### config.mk
export PLATFORM = sky130hd
export DESIGN_NAME = nearest_obstacle_speed_limiter_unit
export DESIGN_NICKNAME = d
export VERILOG_FILES = /design/src/nosl_pkg.sv /design/src/nearest_obstacle_speed_limiter_unit.sv /design/src/nosl_fifo.sv /design/src/nosl_front.sv /design/src/nosl_back.sv
export VERILOG_INCLUDE_DIRS = /design/src /design/src/src
export SDC_FILE = /design/constraint.sdc
export NUM_CORES = 2
export LEC_CHECK = 0
export BUFFER_PORTS_ARGS = -buffer_cell sky130_fd_sc_hd__buf_2
export CORE_ASPECT_RATIO = 0.6
export CORE_MARGIN = 1.5
export CORE_UTILIZATION = 55
export CTS_CLUSTER_DIAMETER = 40
export CTS_CLUSTER_SIZE = 12
export DETAILED_ROUTE_END_ITERATION = 8
export GPL_TIMING_DRIVEN = 0
export PLACE_DENSITY = 0.72
export SLEW_MARGIN = 40
export SYNTH_ARGS = -nofsm -noshare
export SYNTH_HDL_FRONTEND = slang
export SYNTH_HIERARCHICAL = 1
export SYNTH_SLANG_ARGS = --single-unit
### constraint.sdc
create_clock -name clock -period 15.8 [get_ports clock]
set_clock_uncertainty 0.1 [all_clocks]
set_input_delay 3.95 -clock clock [delete_from_list [all_inputs] [get_ports clock]]
set_output_delay 3.95 -clock clock [all_outputs]
set_load 0.1 [all_outputs]
### src/nearest_obstacle_speed_limiter_unit_macros.svh
// ----------------------------------------------------------------------------
// Nearest obstacle speed limiter: assertion macros
// Shared helpers that keep the concurrent checks short and uniform.
// ----------------------------------------------------------------------------
`ifndef NEAREST_OBSTACLE_SPEED_LIMITER_UNIT_MACROS_SVH
`define NEAREST_OBSTACLE_SPEED_LIMITER_UNIT_MACROS_SVH

// The consequent must hold in the same cycle as the antecedent.
`define NOSL_ASSERT_SAME(label, clk, rst, ante, cons) \
   label: assert property (@(posedge clk) disable iff (rst) (ante) |-> (cons)) \
      else $error("nosl check failed in the same cycle");

// The consequent must hold in the cycle after the antecedent.
`define NOSL_ASSERT_NEXT(label, clk, rst, ante, cons) \
   label: assert property (@(posedge clk) disable iff (rst) (ante) |=> (cons)) \
      else $error("nosl check failed in the next cycle");

`endif

### src/nosl_pkg.sv
// ----------------------------------------------------------------------------
// Nearest obstacle speed limiter package
// Widths, register indexes, reset values and the word types between stages.
// ----------------------------------------------------------------------------
package nosl_pkg;

   // Default detection range in mm.
   localparam int MAX_RANGE_MM_DEF = 8000;
   // Points nearer than this are ignored, mm.
   localparam int MIN_DIST_MM = 100;

   localparam int COORD_W   = 16;
   localparam int BUF_W     = 15;
   localparam int GAIN_W    = 20;
   localparam int SPEED_W   = 16;
   localparam int CSR_W     = 20;
   localparam int CSR_IDX_W = 3;

   // Depths of the scan queue and the result queue.
   localparam int SCAN_Q_DEPTH_DEF = 2;
   localparam int RSP_Q_DEPTH_DEF  = 2;

   // Register indexes.
   localparam logic [CSR_IDX_W-1:0] CSR_FWD_MIN_X  = 3'd0;
   localparam logic [CSR_IDX_W-1:0] CSR_FWD_MAX_X  = 3'd1;
   localparam logic [CSR_IDX_W-1:0] CSR_REV_MIN_X  = 3'd2;
   localparam logic [CSR_IDX_W-1:0] CSR_REV_MAX_X  = 3'd3;
   localparam logic [CSR_IDX_W-1:0] CSR_CAR_BUFFER = 3'd4;
   localparam logic [CSR_IDX_W-1:0] CSR_FWD_GAIN   = 3'd5;
   localparam logic [CSR_IDX_W-1:0] CSR_REV_GAIN   = 3'd6;
   localparam logic [CSR_IDX_W-1:0] CSR_CRUISE     = 3'd7;

   // Register reset values.
   localparam logic signed [COORD_W-1:0] RST_WIN_MIN_X  = -16'sd300;
   localparam logic signed [COORD_W-1:0] RST_WIN_MAX_X  = 16'sd300;
   localparam logic [BUF_W-1:0]          RST_CAR_BUFFER = 15'd500;

   // Configuration seen by the datapath.
   typedef struct packed {
      logic signed [COORD_W-1:0] fwd_min_x;
      logic signed [COORD_W-1:0] fwd_max_x;
      logic signed [COORD_W-1:0] rev_min_x;
      logic signed [COORD_W-1:0] rev_max_x;
      logic [BUF_W-1:0]          car_buffer_mm;
      logic [GAIN_W-1:0]         fwd_gain;
      logic [GAIN_W-1:0]         rev_gain;
      logic [BUF_W-1:0]          cruise_speed;
   } nosl_cfg_type;

   // One finished scan, handed from the front to the back.
   typedef struct packed {
      logic signed [COORD_W-1:0] nearest_x;
      logic signed [COORD_W-1:0] nearest_y;
      logic                      found;
      logic                      rev;
   } nosl_scan_type;

   // One result word.
   typedef struct packed {
      logic signed [COORD_W-1:0] nearest_x;
      logic signed [COORD_W-1:0] nearest_y;
      logic                      found;
      logic signed [SPEED_W-1:0] speed;
   } nosl_rsp_type;

   // Status of the scan in progress.
   typedef struct packed {
      logic found;
      logic rev;
   } nosl_front_status_type;

endpackage

### src/nearest_obstacle_speed_limiter_unit.sv
// ----------------------------------------------------------------------------
// Nearest obstacle speed limiter unit
// Scan points go in through a queue-like port (push/full); each point is
// windowed by its gear and the nearest one of the scan is kept. The point
// flagged last closes the scan and yields one result word (pop/empty) with
// the nearest point, a found flag and a proposed speed.
// Throughput: one point per cycle while the scan queue is not full.
// The last point's scan word is registered in the scan queue, then in the
// multiply stage, then in the result queue, whose head shows it.
// The multiply stage sets the back end's pace of one scan per cycle while the result queue has room.
// When pop is held low the result queue fills, then the scan queue, and
// full rises; points inside a scan are still taken while the queue has room.
// Registers are written through csr_we/csr_index/csr_wdata; the user writes them only while idle (not enforced).
// Synchronous reset restores the register defaults, empties both queues and
// clears the scan in progress.
// ----------------------------------------------------------------------------
`include "nearest_obstacle_speed_limiter_unit_macros.svh"

module nearest_obstacle_speed_limiter_unit #(
   parameter int MAX_RANGE_MM = nosl_pkg::MAX_RANGE_MM_DEF,
   parameter int SCAN_Q_DEPTH = nosl_pkg::SCAN_Q_DEPTH_DEF,
   parameter int RSP_Q_DEPTH  = nosl_pkg::RSP_Q_DEPTH_DEF
) (
   input  logic                                  clock,
   input  logic                                  reset,
   input  logic                                  push,
   output logic                                  full,
   input  logic signed [nosl_pkg::COORD_W-1:0]   req_point_x,
   input  logic signed [nosl_pkg::COORD_W-1:0]   req_point_y,
   input  logic                                  req_gear,
   input  logic                                  req_last_point,
   output logic                                  empty,
   input  logic                                  pop,
   output logic signed [nosl_pkg::COORD_W-1:0]   rsp_nearest_x,
   output logic signed [nosl_pkg::COORD_W-1:0]   rsp_nearest_y,
   output logic                                  rsp_obstacle_found,
   output logic signed [nosl_pkg::SPEED_W-1:0]   rsp_speed_out,
   input  logic                                  csr_we,
   input  logic [nosl_pkg::CSR_IDX_W-1:0]        csr_index,
   input  logic [nosl_pkg::CSR_W-1:0]            csr_wdata
);
   import nosl_pkg::*;

   localparam int SCAN_W = $bits(nosl_scan_type);
   localparam int RSP_W  = $bits(nosl_rsp_type);

   nosl_cfg_type          cfg_ff;
   logic                  req_accept;
   logic                  scan_push, scan_pop, scan_full, scan_empty;
   nosl_scan_type         scan_in_data, scan_head;
   logic [SCAN_W-1:0]     scan_head_bits;
   logic                  rsp_push, rsp_full;
   nosl_rsp_type          rsp_in_data, rsp_head;
   logic [RSP_W-1:0]      rsp_head_bits;
   nosl_front_status_type front_status;

   // Register file.
   always_ff @(posedge clock) begin
      if (reset) begin
         cfg_ff.fwd_min_x     <= RST_WIN_MIN_X;
         cfg_ff.fwd_max_x     <= RST_WIN_MAX_X;
         cfg_ff.rev_min_x     <= RST_WIN_MIN_X;
         cfg_ff.rev_max_x     <= RST_WIN_MAX_X;
         cfg_ff.car_buffer_mm <= RST_CAR_BUFFER;
         cfg_ff.fwd_gain      <= '0;
         cfg_ff.rev_gain      <= '0;
         cfg_ff.cruise_speed  <= '0;
      end else if (csr_we) begin
         case (csr_index)
            CSR_FWD_MIN_X:  cfg_ff.fwd_min_x     <= $signed(csr_wdata[COORD_W-1:0]);
            CSR_FWD_MAX_X:  cfg_ff.fwd_max_x     <= $signed(csr_wdata[COORD_W-1:0]);
            CSR_REV_MIN_X:  cfg_ff.rev_min_x     <= $signed(csr_wdata[COORD_W-1:0]);
            CSR_REV_MAX_X:  cfg_ff.rev_max_x     <= $signed(csr_wdata[COORD_W-1:0]);
            CSR_CAR_BUFFER: cfg_ff.car_buffer_mm <= csr_wdata[BUF_W-1:0];
            CSR_FWD_GAIN:   cfg_ff.fwd_gain      <= csr_wdata[GAIN_W-1:0];
            CSR_REV_GAIN:   cfg_ff.rev_gain      <= csr_wdata[GAIN_W-1:0];
            CSR_CRUISE:     cfg_ff.cruise_speed  <= csr_wdata[BUF_W-1:0];
            default: begin
            end
         endcase
      end
   end

   // Input handshake: points are taken while the scan queue has room.
   assign full       = scan_full;
   assign req_accept = push && !scan_full;

   nosl_front #(
      .MAX_RANGE_MM (MAX_RANGE_MM)
   ) u_front (
      .clock      (clock),
      .reset      (reset),
      .accept     (req_accept),
      .point_x    (req_point_x),
      .point_y    (req_point_y),
      .gear       (req_gear),
      .last_point (req_last_point),
      .cfg        (cfg_ff),
      .scan_push  (scan_push),
      .scan_data  (scan_in_data),
      .status     (front_status)
   );

   // Queue of closed scans between the front and the back.
   nosl_fifo #(
      .WIDTH (SCAN_W),
      .DEPTH (SCAN_Q_DEPTH)
   ) u_scan_q (
      .clock     (clock),
      .reset     (reset),
      .push      (scan_push),
      .push_data (scan_in_data),
      .full      (scan_full),
      .pop       (scan_pop),
      .head_data (scan_head_bits),
      .empty     (scan_empty)
   );

   assign scan_head = scan_head_bits;

   nosl_back u_back (
      .clock      (clock),
      .reset      (reset),
      .cfg        (cfg_ff),
      .scan_valid (!scan_empty),
      .scan_data  (scan_head),
      .scan_pop   (scan_pop),
      .rsp_full   (rsp_full),
      .rsp_push   (rsp_push),
      .rsp_data   (rsp_in_data)
   );

   // Result queue; its head drives the result ports.
   nosl_fifo #(
      .WIDTH (RSP_W),
      .DEPTH (RSP_Q_DEPTH)
   ) u_rsp_q (
      .clock     (clock),
      .reset     (reset),
      .push      (rsp_push),
      .push_data (rsp_in_data),
      .full      (rsp_full),
      .pop       (pop),
      .head_data (rsp_head_bits),
      .empty     (empty)
   );

   assign rsp_head           = rsp_head_bits;
   assign rsp_nearest_x      = rsp_head.nearest_x;
   assign rsp_nearest_y      = rsp_head.nearest_y;
   assign rsp_obstacle_found = rsp_head.found;
   assign rsp_speed_out      = rsp_head.speed;

   // A closed scan always starts the next one with nothing kept.
   `NOSL_ASSERT_NEXT(a_scan_restart, clock, reset, req_accept && req_last_point, !front_status.found)
   // Without an obstacle the reported lateral position is zero.
   `NOSL_ASSERT_SAME(a_empty_x_zero, clock, reset, !empty && !rsp_obstacle_found, rsp_nearest_x == '0)
   // A reported obstacle never lies inside the near dead zone.
   `NOSL_ASSERT_SAME(a_found_dist, clock, reset, !empty && rsp_obstacle_found, (rsp_nearest_y >= 16'sd100) || (rsp_nearest_y <= -16'sd100))
endmodule

### src/nosl_fifo.sv
// ----------------------------------------------------------------------------
// Nearest obstacle speed limiter: small register queue
// First-in first-out buffer of flip-flops; DEPTH must be a power of two.
// ----------------------------------------------------------------------------
module nosl_fifo #(
   parameter int WIDTH = 8,
   parameter int DEPTH = 2
) (
   input  logic             clock,
   input  logic             reset,
   input  logic             push,
   input  logic [WIDTH-1:0] push_data,
   output logic             full,
   input  logic             pop,
   output logic [WIDTH-1:0] head_data,
   output logic             empty
);
   localparam int AW = (DEPTH > 1) ? $clog2(DEPTH) : 1;
   localparam int CW = $clog2(DEPTH + 1);

   logic [WIDTH-1:0] store_ff [DEPTH];
   logic [AW-1:0]    wr_ptr_ff, wr_ptr_in;
   logic [AW-1:0]    rd_ptr_ff, rd_ptr_in;
   logic [CW-1:0]    count_ff, count_in;
   logic             do_push, do_pop;

   assign full      = (count_ff == CW'(DEPTH));
   assign empty     = (count_ff == '0);
   assign do_push   = push && !full;
   assign do_pop    = pop && !empty;
   assign head_data = store_ff[rd_ptr_ff];

   // Pointer and occupancy update.
   always_comb begin
      wr_ptr_in = do_push ? AW'(wr_ptr_ff + 1'b1) : wr_ptr_ff;
      rd_ptr_in = do_pop  ? AW'(rd_ptr_ff + 1'b1) : rd_ptr_ff;
      count_in  = count_ff;
      if (do_push && !do_pop) begin
         count_in = CW'(count_ff + 1'b1);
      end else if (do_pop && !do_push) begin
         count_in = CW'(count_ff - 1'b1);
      end
   end

   always_ff @(posedge clock) begin
      if (reset) begin
         wr_ptr_ff <= '0;
         rd_ptr_ff <= '0;
         count_ff  <= '0;
      end else begin
         wr_ptr_ff <= wr_ptr_in;
         rd_ptr_ff <= rd_ptr_in;
         count_ff  <= count_in;
      end
   end

   // Storage needs no reset; only occupied slots are ever read out.
   always_ff @(posedge clock) begin
      if (do_push) begin
         store_ff[wr_ptr_ff] <= push_data;
      end
   end
endmodule

### src/nosl_front.sv
// ----------------------------------------------------------------------------
// Nearest obstacle speed limiter: scan front end
// Windows each point, keeps the nearest one and closes the scan on the last.
// ----------------------------------------------------------------------------
module nosl_front #(
   parameter int MAX_RANGE_MM = nosl_pkg::MAX_RANGE_MM_DEF
) (
   input  logic                                  clock,
   input  logic                                  reset,
   input  logic                                  accept,
   input  logic signed [nosl_pkg::COORD_W-1:0]   point_x,
   input  logic signed [nosl_pkg::COORD_W-1:0]   point_y,
   input  logic                                  gear,
   input  logic                                  last_point,
   input  nosl_pkg::nosl_cfg_type                cfg,
   output logic                                  scan_push,
   output nosl_pkg::nosl_scan_type               scan_data,
   output nosl_pkg::nosl_front_status_type       status
);
   import nosl_pkg::*;

   localparam logic signed [COORD_W-1:0] RANGE_POS = COORD_W'(MAX_RANGE_MM);
   localparam logic signed [COORD_W-1:0] RANGE_NEG = COORD_W'(-MAX_RANGE_MM);
   localparam logic signed [COORD_W-1:0] DIST_POS  = COORD_W'(MIN_DIST_MM);
   localparam logic signed [COORD_W-1:0] DIST_NEG  = COORD_W'(-MIN_DIST_MM);

   logic signed [COORD_W-1:0] best_x_ff, best_x_in;
   logic signed [COORD_W-1:0] best_y_ff, best_y_in;
   logic                      found_ff, found_in;
   logic                      rev_ff;
   logic signed [COORD_W-1:0] cur_fwd, cur_rev;
   logic                      fwd_hit, rev_hit, hit;
   logic signed [COORD_W-1:0] upd_x, upd_y;
   logic                      upd_found;

   // Qualification of the incoming point against its own gear's window.
   always_comb begin
      cur_fwd = found_ff ? best_y_ff : RANGE_POS;
      cur_rev = found_ff ? best_y_ff : RANGE_NEG;
      fwd_hit = !gear && (point_x >= cfg.fwd_min_x) && (point_x <= cfg.fwd_max_x) &&
                (point_y >= DIST_POS) && (point_y < cur_fwd);
      rev_hit = gear && (point_x >= cfg.rev_min_x) && (point_x <= cfg.rev_max_x) &&
                (point_y <= DIST_NEG) && (point_y > cur_rev);
      hit       = fwd_hit || rev_hit;
      upd_x     = hit ? point_x : best_x_ff;
      upd_y     = hit ? point_y : best_y_ff;
      upd_found = hit || found_ff;
   end

   // Scan summary formed from the state after this point.
   always_comb begin
      scan_push           = accept && last_point;
      scan_data.found     = upd_found;
      scan_data.rev       = gear;
      scan_data.nearest_x = upd_found ? upd_x : '0;
      scan_data.nearest_y = upd_found ? upd_y : (gear ? RANGE_NEG : RANGE_POS);
   end

   // Next state: the last point of a scan restarts the search.
   always_comb begin
      best_x_in = best_x_ff;
      best_y_in = best_y_ff;
      found_in  = found_ff;
      if (accept) begin
         if (last_point) begin
            best_x_in = '0;
            best_y_in = RANGE_POS;
            found_in  = 1'b0;
         end else begin
            best_x_in = upd_x;
            best_y_in = upd_y;
            found_in  = upd_found;
         end
      end
   end

   always_ff @(posedge clock) begin
      if (reset) begin
         best_x_ff <= '0;
         best_y_ff <= RANGE_POS;
         found_ff  <= 1'b0;
         rev_ff    <= 1'b0;
      end else begin
         best_x_ff <= best_x_in;
         best_y_ff <= best_y_in;
         found_ff  <= found_in;
         if (accept) begin
            rev_ff <= gear;
         end
      end
   end

   assign status.found = found_ff;
   assign status.rev   = rev_ff;
endmodule

### src/nosl_back.sv
// ----------------------------------------------------------------------------
// Nearest obstacle speed limiter: speed back end
// Scales the obstacle distance by the gain, rounds and saturates the speed; a forward scan with none found gets cruise.
// ----------------------------------------------------------------------------
module nosl_back (
   input  logic                     clock,
   input  logic                     reset,
   input  nosl_pkg::nosl_cfg_type   cfg,
   input  logic                     scan_valid,
   input  nosl_pkg::nosl_scan_type  scan_data,
   output logic                     scan_pop,
   input  logic                     rsp_full,
   output logic                     rsp_push,
   output nosl_pkg::nosl_rsp_type   rsp_data
);
   import nosl_pkg::*;

   localparam int DW    = COORD_W + 2;
   localparam int MW    = DW - 1;
   localparam int PW    = MW + GAIN_W;
   localparam int RW    = PW + 1 - 16;
   localparam logic [RW-1:0] SAT_LIM = RW'(32768);

   logic signed [DW-1:0] ny_ext, buf_ext, gap;
   logic [MW-1:0]        mag;
   logic [GAIN_W-1:0]    gain;
   logic [PW-1:0]        prod;
   logic                 neg;

   logic                 a_valid_ff, a_valid_in;
   logic [PW-1:0]        prod_ff;
   logic                 neg_ff;
   logic                 cruise_ff;
   nosl_scan_type        scan_ff;
   logic                 a_ready;

   logic [PW:0]          round_sum;
   logic [RW-1:0]        rounded;
   logic signed [SPEED_W-1:0] speed;

   // Signed distance to the obstacle beyond the safety buffer, then its product.
   always_comb begin
      ny_ext  = DW'(scan_data.nearest_y);
      buf_ext = $signed({3'b000, cfg.car_buffer_mm});
      if (scan_data.rev) begin
         gap  = -(ny_ext + buf_ext);
         gain = cfg.rev_gain;
      end else begin
         gap  = ny_ext - buf_ext;
         gain = cfg.fwd_gain;
      end
      neg  = gap[DW-1];
      mag  = neg ? MW'(-gap) : MW'(gap);
      prod = PW'(mag) * PW'(gain);
   end

   // Multiply stage advances whenever the result queue has room.
   assign a_ready    = !a_valid_ff || !rsp_full;
   assign scan_pop   = scan_valid && a_ready;
   assign a_valid_in = a_ready ? scan_valid : a_valid_ff;

   always_ff @(posedge clock) begin
      if (reset) begin
         a_valid_ff <= 1'b0;
      end else begin
         a_valid_ff <= a_valid_in;
      end
   end

   always_ff @(posedge clock) begin
      if (scan_pop) begin
         prod_ff   <= prod;
         neg_ff    <= neg;
         cruise_ff <= !scan_data.rev && !scan_data.found;
         scan_ff   <= scan_data;
      end
   end

   // Round halves away from zero, then saturate to 16 bits.
   always_comb begin
      round_sum = {1'b0, prod_ff} + (PW+1)'(32'h8000);
      rounded   = round_sum[PW:16];
      if (cruise_ff) begin
         speed = $signed({1'b0, cfg.cruise_speed});
      end else if (neg_ff) begin
         speed = (rounded >= SAT_LIM) ? -16'sd32768 : $signed(-rounded[SPEED_W-1:0]);
      end else begin
         speed = (rounded >= SAT_LIM) ? 16'sd32767 : $signed(rounded[SPEED_W-1:0]);
      end
   end

   assign rsp_push           = a_valid_ff && !rsp_full;
   assign rsp_data.nearest_x = scan_ff.nearest_x;
   assign rsp_data.nearest_y = scan_ff.nearest_y;
   assign rsp_data.found     = scan_ff.found;
   assign rsp_data.speed     = speed;
endmodule
==> results.yml <==
power:
  ir_drop_mv: 0.157
  leakagePower_nw: 16.3
  power.internal_mw: 2.88
  power-per-cell-area_mw_per_mm2: 163
  power_frac_seq_pct: 24.9
  pwr-share-comb_pct: 56.8
  power_switching_mw: 2.93
  p_clk_share_pct: 18.3
  p_sw_share_pct: 50.4
min_path:
  min-delay-start: "u_back/rsp_data[26]$_DFFE_PP_"
  min_to: "u_rsp_q/store_ff[0][26]$_DFFE_PP_"
  whs_path_depth: 0
  hold_path.class: "flop to flop"
routing:
  drt_iter0_drc: 2603
  firstDrtPassIters: 6
  vias: 25000
  wl_per_cell_um: 23.3
  vias_per_cell: 5.91
  wl_mm: 98.6
  drc: 0
  postRouteAntennaNets: 0
setup_path:
  critical-path-max-stage-delay_ns: 0.67
  setup.worst_path.class: "flop to flop"
  slowest_stage: "o31ai_2"
  r2r_cells: 39
  timing.rr.end: "u_back/prod_ff[31]$_DFFE_PP_"
  startpoint_type: "flop"
  worstPathMaxFanout: 10
  crit_arrival_ns: 12.06
  cp-end-kind: "flop"
  r2r_slack_ns: 3.97
  critPathRequiredTime_ns: 16.03
layout:
  final_common_cell: "inv_1"
  nets: 3997
  area_delta_synth_final_pct: 10.0
  final_cell_count_no_fill: 4230
  layout_common_cells: "inv_1 (493), nand2_1 (301), fa_1 (269)"
  drive_above_1_share_pct: 12.3
timing:
  period_needed_ns: 11.83
  hold_viol_final: 0
  rsz0062_at_grt: "no"
  max_freq_mhz: 84.5
  slew_violations: 0
  fin_setup_tns_ns: 0
  final.setup.worst_slack_ns: 3.97
  layout_worst_path_cycle_share_pct: 74.9
  max_slew_margin_pct: 28.6
  finalSetupViolations: 0
  worst_pin_slew_ns: 1.06
  whs_ns: 0.341
cts:
  ctsResizeCount: 0
  clock_tree.buffer_depth: 3
  cts_buffers: 47
  hold_buffers: 0
  postCtsSetupBuffers: 0
  cts_tree: "done"
  htreeDepth: 2
  clkTransAtPathRegs_ns: 0.06
  clock_latency_ns: 0.59
  cts_root_buffer: "clkbuf_16"
  cts_num_sinks: 401
run_status:
  status: "finished, final reports clean"
synthesis:
  synth_area_per_cell_um2: 9.97
  syn_nets: 3830
  syn_inst: 3251
  synth_area_mm2: 0.0324
  yosysWarnings: 6
global_routing:
  antenna_found_initial: 12
  grt_pass1_vias: 25000
  grt_max_degree: 35
  grt_use_total_pct: 33.0
  grt_pass1_wl_mm: 149
  grt-ovfl-total: 0
floorplanning:
  pin_count: 113
  die_area_mm2: 0.0604
  die_w_um: 316
  num_rows: 68
  core_area_mm2: 0.0579
  initial_utilization_pct: 56.0
  die_height_um: 191
placed_design:
  dp_cells: 4139
  detailedPlace.worstSlack_ns: 4.43
  gp_congestion: 1.03
  post-dp-hpwl_mm: 78.1
  numPortBuffers: 112
flow_run:
  cap_violations: 0
-- flip-flops by register name, indices dropped and copies added, names as in the netlist, named ones only --
| name | flops |
|---|---|
| cfg_ff | 134 |
| u_rsp_q/store_ff | 98 |
| u_scan_q/store_ff | 68 |
| u_back/rsp_data | 33 |
| u_back/prod_ff | 22 |
| u_front/best_x_ff | 16 |
| u_front/best_y_ff | 16 |
| u_rsp_q/count_ff | 2 |
| u_scan_q/count_ff | 2 |
| u_back/a_valid_ff | 1 |
| u_back/cruise_ff | 1 |
| u_back/neg_ff | 1 |
| u_front/found_ff | 1 |
| u_rsp_q/rd_ptr_ff | 1 |
| u_rsp_q/wr_ptr_ff | 1 |
| u_scan_q/rd_ptr_ff | 1 |
| u_scan_q/wr_ptr_ff | 1 |
-- power groups by stage --
stage | combinational, mW | sequential [mW] | clock [mW]
2_1_floorplan | 2.17 | 1.45 | 0
3_3_place_gp | 3.09 | 1.48 | 0
3_5_place_dp | 3.17 | 1.47 | 0
4_1_cts | 3.19 | 1.45 | 1.07
5_1_grt | 3.50 | 1.46 | 1.12
6_report | 3.30 | 1.45 | 1.06
-- through the flow --
step / util [%] / total power, mW / instance area [µm²]
floorplan: - / 3.62 / 32400
global placement: 58.6 / 4.57 / 33900
detailed placement: 58.9 / 4.63 / 34100
CTS: 61.5 / 5.71 / 35600
global route: 61.6 / 6.08 / 35600
finish: 61.6 / 5.81 / 35600
-- critical path: cells and delay by family, from the launching register on --
| family | cells | cell delay (ns) |
|---|---|---|
| multiplexers | 1 | 0.49 |
| XOR/XNOR | 2 | 0.33 |
| adder cells (fa/ha/maj) | 10 | 4.30 |
| flip-flops | 1 | 0.31 |
| buffers and inverters | 9 | 1.44 |
| AO/OA/AOI/OAI | 9 | 2.96 |
| AND/OR/NAND/NOR | 8 | 1.60 |
-- cell type report --
type	count	area [µm²]
antenna	8	20.0
buffer	160	772
clock buffer	64	1250
clock inverter	19	249
fill	4882	22200
inverter	497	1870
multi-input combinational	2193	19600
sequential	401	10300
tap	770	963
timing repair buffer	118	686
-- worst max path at each step --
stage	startpoint	to	slack, ns	cells after the start
after CTS	flop	u_back/prod_ff[31]$_DFFE_PP_	4.32	39
final	flop	u_back/prod_ff[31]$_DFFE_PP_	3.97	39
after floorplan	flop	u_back/prod_ff[36]$_DFFE_PP_	5.98	38
after detailed placement	flop	u_back/prod_ff[31]$_DFFE_PP_	4.43	39
after global placement	flop	u_back/prod_ff[31]$_DFFE_PP_	4.17	39
after global routing	flop	u_back/prod_ff[31]$_DFFE_PP_	3.38	39
-- per-layer routing --
| layer | vias to the layer above | share of wire (%) | GRT usage (%) |
|---|---|---|---|
| met5 | - | 0.013 | 0 |
| met4 | 2 | 1.8 | 6.83 |
| met3 | 151 | 15 | 14.1 |
| met2 | 1332 | 37 | 42.5 |
| met1 | 12300 | 46 | 50.3 |
| li1 | 11200 | - | - |
(Power assumes the default switching activity.)
